### config.mk
export PLATFORM = sky130hd
export DESIGN_NAME = scba_ctrl
export DESIGN_NICKNAME = d
export VERILOG_FILES = /design/src/hw/rtl/scba_pkg.sv /design/src/hw/rtl/scba_ctrl.sv
export VERILOG_INCLUDE_DIRS = /design/src /design/src/hw/rtl
export SDC_FILE = /design/constraint.sdc
export NUM_CORES = 1
export LEC_CHECK = 0
export BUFFER_PORTS_ARGS = -buffer_cell sky130_fd_sc_hd__buf_2
export CORE_AREA = 2 2 39 41
export CTS_CLUSTER_SIZE = 20
export DETAILED_ROUTE_END_ITERATION = 6
export DIE_AREA = 0 0 41 43
export GPL_TIMING_DRIVEN = 0
export PLACE_DENSITY = 0.3
export SYNTH_ARGS = -nofsm -noshare
export SYNTH_HDL_FRONTEND = slang
export SYNTH_SLANG_ARGS = --single-unit
### constraint.sdc
create_clock -name clk_i -period 1.3 [get_ports clk_i]
set_clock_uncertainty 0.2 [all_clocks]
set_input_delay 0.195 -clock clk_i [delete_from_list [all_inputs] [get_ports clk_i]]
set_output_delay 0.195 -clock clk_i [all_outputs]
set_load 0.1 [all_outputs]
### src/hw/rtl/size_class_block_allocator_macros.svh
// Assertion helpers shared by the allocator modules.
// Every check is clocked on clk_i and held off while rst_ni is low.
`ifndef SIZE_CLASS_BLOCK_ALLOCATOR_MACROS_SVH
`define SIZE_CLASS_BLOCK_ALLOCATOR_MACROS_SVH

// Check a property at every clock edge outside reset.
`define SCBA_ASSERT(label, prop, msg) \
  label: assert property (@(posedge clk_i) disable iff (!rst_ni) (prop)) else $error(msg);

// Check that a condition in one cycle brings a consequence in the next.
`define SCBA_ASSERT_NEXT(label, ante, cons, msg) \
  label: assert property (@(posedge clk_i) disable iff (!rst_ni) (ante) |=> (cons)) \
    else $error(msg);

`endif

### src/hw/rtl/scba_pkg.sv
package scba_pkg;

  // Fixed field widths
  localparam int unsigned ADDR_W   = 18;
  localparam int unsigned SIZE_W   = 16;
  localparam int unsigned CLS_W    = 4;
  localparam int unsigned CHUNKS_W = 5;
  localparam int unsigned STAT_W   = 2;

  // Link store is indexed by 16-byte granule
  localparam int unsigned GRAN_SHIFT = 4;
  localparam int unsigned GRAN_BYTES = 1 << GRAN_SHIFT;
  localparam int unsigned GRAN_W     = ADDR_W - GRAN_SHIFT;
  localparam int unsigned LINK_DEPTH = 1 << GRAN_W;

  // Block classes
  localparam int unsigned NUM_CLASSES = 14;
  localparam int unsigned BYTES_W     = 10;
  localparam logic [BYTES_W-1:0] CLASS_BYTES [NUM_CLASSES] = '{
    10'd16,  10'd32,  10'd64,  10'd96,  10'd128, 10'd160, 10'd192,
    10'd224, 10'd256, 10'd320, 10'd384, 10'd448, 10'd512, 10'd640
  };

  // Parameter defaults
  localparam int unsigned CHUNK_BYTES_DEF     = 16384;
  localparam int unsigned NUM_CHUNKS_DEF      = 16;
  localparam int unsigned MAX_BLOCK_BYTES_DEF = 640;
  localparam int unsigned CLASS_COUNT_DEF     = 14;

  // Request codes
  localparam logic REQ_ALLOC = 1'b0;
  localparam logic REQ_FREE  = 1'b1;

  // Result status codes
  localparam logic [STAT_W-1:0] STAT_OK        = 2'd0;
  localparam logic [STAT_W-1:0] STAT_OVERSIZE  = 2'd1;
  localparam logic [STAT_W-1:0] STAT_EXHAUSTED = 2'd2;

  typedef struct packed {
    logic              req_type;
    logic [SIZE_W-1:0] req_size;
    logic [ADDR_W-1:0] free_addr;
  } req_t;

  typedef struct packed {
    logic [ADDR_W-1:0]   block_addr;
    logic [STAT_W-1:0]   status;
    logic [CLS_W-1:0]    size_class;
    logic [CHUNKS_W-1:0] chunks_used;
  } rsp_t;

  // Free list link: empty flag over a granule index
  typedef struct packed {
    logic              empty;
    logic [GRAN_W-1:0] gran;
  } link_t;

  // Controller to datapath
  typedef struct packed {
    logic load;      // capture the request
    logic exec;      // decide and commit, or start a list pop
    logic pop_done;  // finish a list pop with the read link
  } cmd_t;

  // Datapath to controller
  typedef struct packed {
    logic need_pop;  // request pops a nonempty free list
    logic out_free;  // result register can take a new result
  } sts_t;

endpackage

### src/hw/rtl/scba_ctrl.sv
module scba_ctrl (
  input  logic            clk_i,
  input  logic            rst_ni,
  input  logic            req_valid_i,
  output logic            req_ready_o,
  input  scba_pkg::sts_t  sts_i,
  output scba_pkg::cmd_t  cmd_o
);

  localparam logic [1:0] ST_IDLE = 2'd0;
  localparam logic [1:0] ST_EXEC = 2'd1;
  localparam logic [1:0] ST_POP  = 2'd2;

  logic [1:0] state_q, state_d;

  // Sequence one request: capture, execute, optional list pop
  always_comb begin
    state_d     = state_q;
    cmd_o       = '0;
    req_ready_o = 1'b0;
    unique case (state_q)
      ST_IDLE: begin
        req_ready_o = 1'b1;
        if (req_valid_i) begin
          cmd_o.load = 1'b1;
          state_d    = ST_EXEC;
        end
      end
      ST_EXEC: begin
        if (sts_i.out_free) begin
          cmd_o.exec = 1'b1;
          state_d    = sts_i.need_pop ? ST_POP : ST_IDLE;
        end
      end
      ST_POP: begin
        if (sts_i.out_free) begin
          cmd_o.pop_done = 1'b1;
          state_d        = ST_IDLE;
        end
      end
      default: begin
        state_d = ST_IDLE;
      end
    endcase
  end

  always_ff @(posedge clk_i or negedge rst_ni) begin
    if (!rst_ni) begin
      state_q <= ST_IDLE;
    end else begin
      state_q <= state_d;
    end
  end

`include "size_class_block_allocator_macros.svh"

  `SCBA_ASSERT_NEXT(a_pop_follows_read, cmd_o.exec && sts_i.need_pop, state_q == ST_POP, "pop did not follow link read")
  `SCBA_ASSERT(a_one_cmd, $onehot0({cmd_o.load, cmd_o.exec, cmd_o.pop_done}), "more than one command")

endmodule

# Yosys cells after proc, flatten, opt, wreduce, memory -nomap -nowiden
# Cells that the tools add are included.
[totals] regBits=2 in_bits=5 output_inout_bits=4 elab_cells=19
[classes] eq_ne=5 mux=11 n_reduce_logical=2
[ops] op="$mux W2" count=4
[ops] op="$mux W1" count=6
[ops] op="$ne A2 B2 Y1 const B" count=3
[ops] op="$pmux W2 S3" count=1
[ops] op="$reduce_and A3 Y1" count=1
[ops] op="$eq A2 B1 Y1 const B" count=1
[ops] op="$eq A2 B2 Y1 const B" count=1
[ops] op="$logic_not A2 Y1" count=1

# Logic depth before layout (Yosys ltp)
[logic_depth] word_depth=3 mapped_depth=2 depth_no_buf=2

# Worst setup path after synthesis
# OpenSTA, ideal clock, no wires.
[synth_path] path_type="register to output" start="reg state_q[0]" end="out cmd_o[2] (netlist name)" arrival_time_ps=2601 t_required_ps=905 path_slack_ps=-1696 stages_incl_launch_ff=3 path_buffers=0 cell_sequence="dfrtp_1 > nor2_1 > and2_1"
[synth_lines] element="start: declaration" line="scba_ctrl.sv:14" text="logic [1:0] state_q, state_d;"
[synth_lines] element="start signal: assignment" line="scba_ctrl.sv:51" text="state_q <= state_d;"
[synth_lines] element="end: declaration" line="scba_ctrl.sv:7" text="output scba_pkg::cmd_t cmd_o"

==> summary.txt <==
Outcome
  • Result of the run: finished, violations left
  • Violations in the final reports: setup timing

Drt
  • Post-route antenna net violation count: 0
  • Aggregate routed wire length: 303 um
  • DR pass1 iterations: 2
  • Drt wl/cell: 7.58 um
  • Via count normalized by instance count: 3.25
  • Number of vias after detailed routing: 130
  • First DRT Iteration DRCs: 2
  • Residual DRC count: 0

Timing
  • Headroom to the max-slew limit: 86.9%
  • Number of max-slew violations in the final report: 0
  • Actual transition at the worst max-transition pin: 196 ps
  • Setup repair after global routing missed its margin: yes
  • Highest achievable clock rate: 0.667 GHz
  • Worst hold slack: 45.5 ps
  • Setup ws final: -199 ps
  • Tmin final: 1500 ps
  • Fraction of the cycle the final worst path needs: 115%
  • Count of endpoints failing setup in the final report: 4
  • Final hold violations: 0

Clocking
  • Clock Latency Late Sink: 220 ps
  • Clock Pin Slew Worst Setup and Hold Paths: 30 ps
  • CTS root buffer: sky130_fd_sc_hd__clkbuf_4
  • Sinks on Clock Net: 2
  • Maximum level of the CTS H-tree: 1
  • CTS max path bufs: 2
  • TritonCTS clock tree: done
  • Number of buffers added by the clock tree synthesis step: 3

Power
  • Leakage component of the power: 0.132 nW
  • Power per unit of standard cell area: 2120 nW/um^2
  • Final Power: 0.000588 W
  • Peak VDD IR: 454 uV

Logic synthesis
  • Mapped Cells: 11
  • XOR/XNOR Fraction of Synth Area: 0%
  • Number of nets in the synthesized netlist: 16
  • Synth Area in Simple Gates: 43.8%
  • Distinct cell type count after synthesis: 9
  • Syn_area_per_cell: 10.1 um^2
  • Dominant combinational cell family by area after synthesis: simple AND/OR/NAND/NOR gates
  • Netlist Area Pre-Place: 111 um^2
  • Part of the Yosys area used for sequential elements: 44.9%
  • Synth Register Bits: 2
  • Multiplexer fraction of the synthesized cell area: 0%
  • Complex-gate fraction of the synthesized area: 11.2%
  • Share of synthesized cell area in full adder, half adder and majority cells: 0%
  • Number of warnings issued by yosys: 0

Global route
  • First-pass GRT wire length: 448 um
  • Initial antenna violation count: 0
  • Vias in the first global route: 140
  • Maximum number of pins on one net before global-route repair: 7
  • Global router's overall resource usage: 4.22%
  • Aggregate global routing overflow: 0

Finish
  • Final cell utilization of the core: 20.1%
  • Layout cells sized above 1: 66.7%
  • Layout Area Growth over Synthesis: 149%
  • Most common cell after layout, fill and taps aside: sky130_fd_sc_hd__buf_2
  • Total inserted antenna cells: 0
  • Largest registers in the final layout: state_q x2
  • Register bank with the most flops: state_q
  • Largest register FFs: 2
  • Most used cells in the layout excluding fill and tap cells: sky130_fd_sc_hd__buf_2, sky130_fd_sc_hd__clkbuf_4, sky130_fd_sc_hd__buf_12
  • Number of nets in the final layout: 31

Min path
  • Worst hold stages: 3
  • Startpoint of the tightest hold check path: req_valid_i
  • HP Class: primary input to register

Job
  • Number of max-cap violations: 0

Critical path
  • Crit Path Max Fanout: 5
  • Worst R2R Path Depth: 2
  • Launch instance of the worst register-to-register path: state_q[0]
  • Start point of the critical path: state_q[1]
  • Required time of the critical path: 900 ps
  • Nature of the critical path startpoint: register
  • Endpoint class of the critical path: output pin
  • Worst setup path class: register to output pin
  • Data arrival at the endpoint of the critical path: 1100 ps

Floorplanning
  • Total Die Area: 1760 um^2
  • Count of standard-cell rows: 14
  • Initial Util: 8.05%
  • Count of boundary I/O pins: 9
  • Overall die width: 41 um
  • Core Region: 1380 um^2
  • Die boundary height: 43 um

Placement
  • GP Congestion: 0.504
  • Number of port buffers: 8
[kinds of logic after synthesis]
family | count (synthesis)
and+or+nand+nor | 7
DFF | 2
AOI/OAI and AO/OA | 2
[cell usage after synthesis]
cell                       instances  share of area (%)
sky130_fd_sc_hd__and3b_2           1                9.0
sky130_fd_sc_hd__nand2b_1          2                 11
sky130_fd_sc_hd__nor3b_1           1                6.7
sky130_fd_sc_hd__a21oi_1           1                4.5
sky130_fd_sc_hd__a21o_1            1                6.7
sky130_fd_sc_hd__dfrtp_1           2                 45
sky130_fd_sc_hd__and3b_1           1                7.9
sky130_fd_sc_hd__nor2_1            1                3.4
sky130_fd_sc_hd__and2_1            1                5.6
[timing repair]
| item | in CTS | in global routing |
|---|---|---|
| pin swaps | 2 | 0 |
| endpoints found under the setup margin | 4 | 4 |
| hold buffers | 2 | 0 |
| gates resized for setup | 15 | 0 |
| setup buffers | 0 | 0 |
| hold endpoints to repair | 3 | 0 |
[power by group]
group	leakage, nW	total (W)	internal, W	switching (W)
Sequential	0.0246	0.000102	0.0000786	0.0000232
Combinational	0.0933	0.000351	0.000122	0.000229
Clock	0.0138	0.000135	0.000102	0.0000334
Total	0.132	0.000588	0.000302	0.000285
[metrics by stage]
stage | setup WS [ps] | cells | setup TNS, ps | area (um^2)
6_report | -199 | 40 | -687 | 278
3_3_place_gp | -175 | 35 | -557 | 183
5_1_grt | -232 | 40 | -806 | 278
3_5_place_dp | -186 | 35 | -603 | 183
4_1_cts | -216 | 40 | -759 | 278
2_1_floorplan | -459 | 11 | -774 | 123
[routing by layer]
metal,track usage (%),up-vias,wire length (um)
li1,-,66,-
met1,3.54,55,114
met2,5.94,9,136
met3,1.57,0,52
met4,6.00,0,0
met5,0,-,0
[critical path: stages, from the launching register on]
cell and delay, ps:
sky130_fd_sc_hd__dfrtp_1 420, sky130_fd_sc_hd__and3b_2 290, sky130_fd_sc_hd__buf_12 180
[worst paths after layout]
check / slack, ps / endpoint
worst max-delay path: -200 / cmd_o[1]
worst min-delay path: 50 / state_q[0]
worst max register to register: 110 / state_q[1]
worst min register to register: 320 / state_q[0]
max in group asynchronous: 710 / state_q[0]
min in group asynchronous: 80 / state_q[0]
[cell type report]
| class | count | area, um^2 |
|---|---|---|
| Fill cell | 153 | 1110 |
| Timing Repair Buffer | 10 | 111 |
| Multi-Input combinational cell | 9 | 72.6 |
| Sequential cell | 2 | 51.3 |
| Clock buffer | 3 | 22.5 |
| Tap cell | 16 | 20.0 |
No activity file was read; power rests on OpenSTA's default activity.
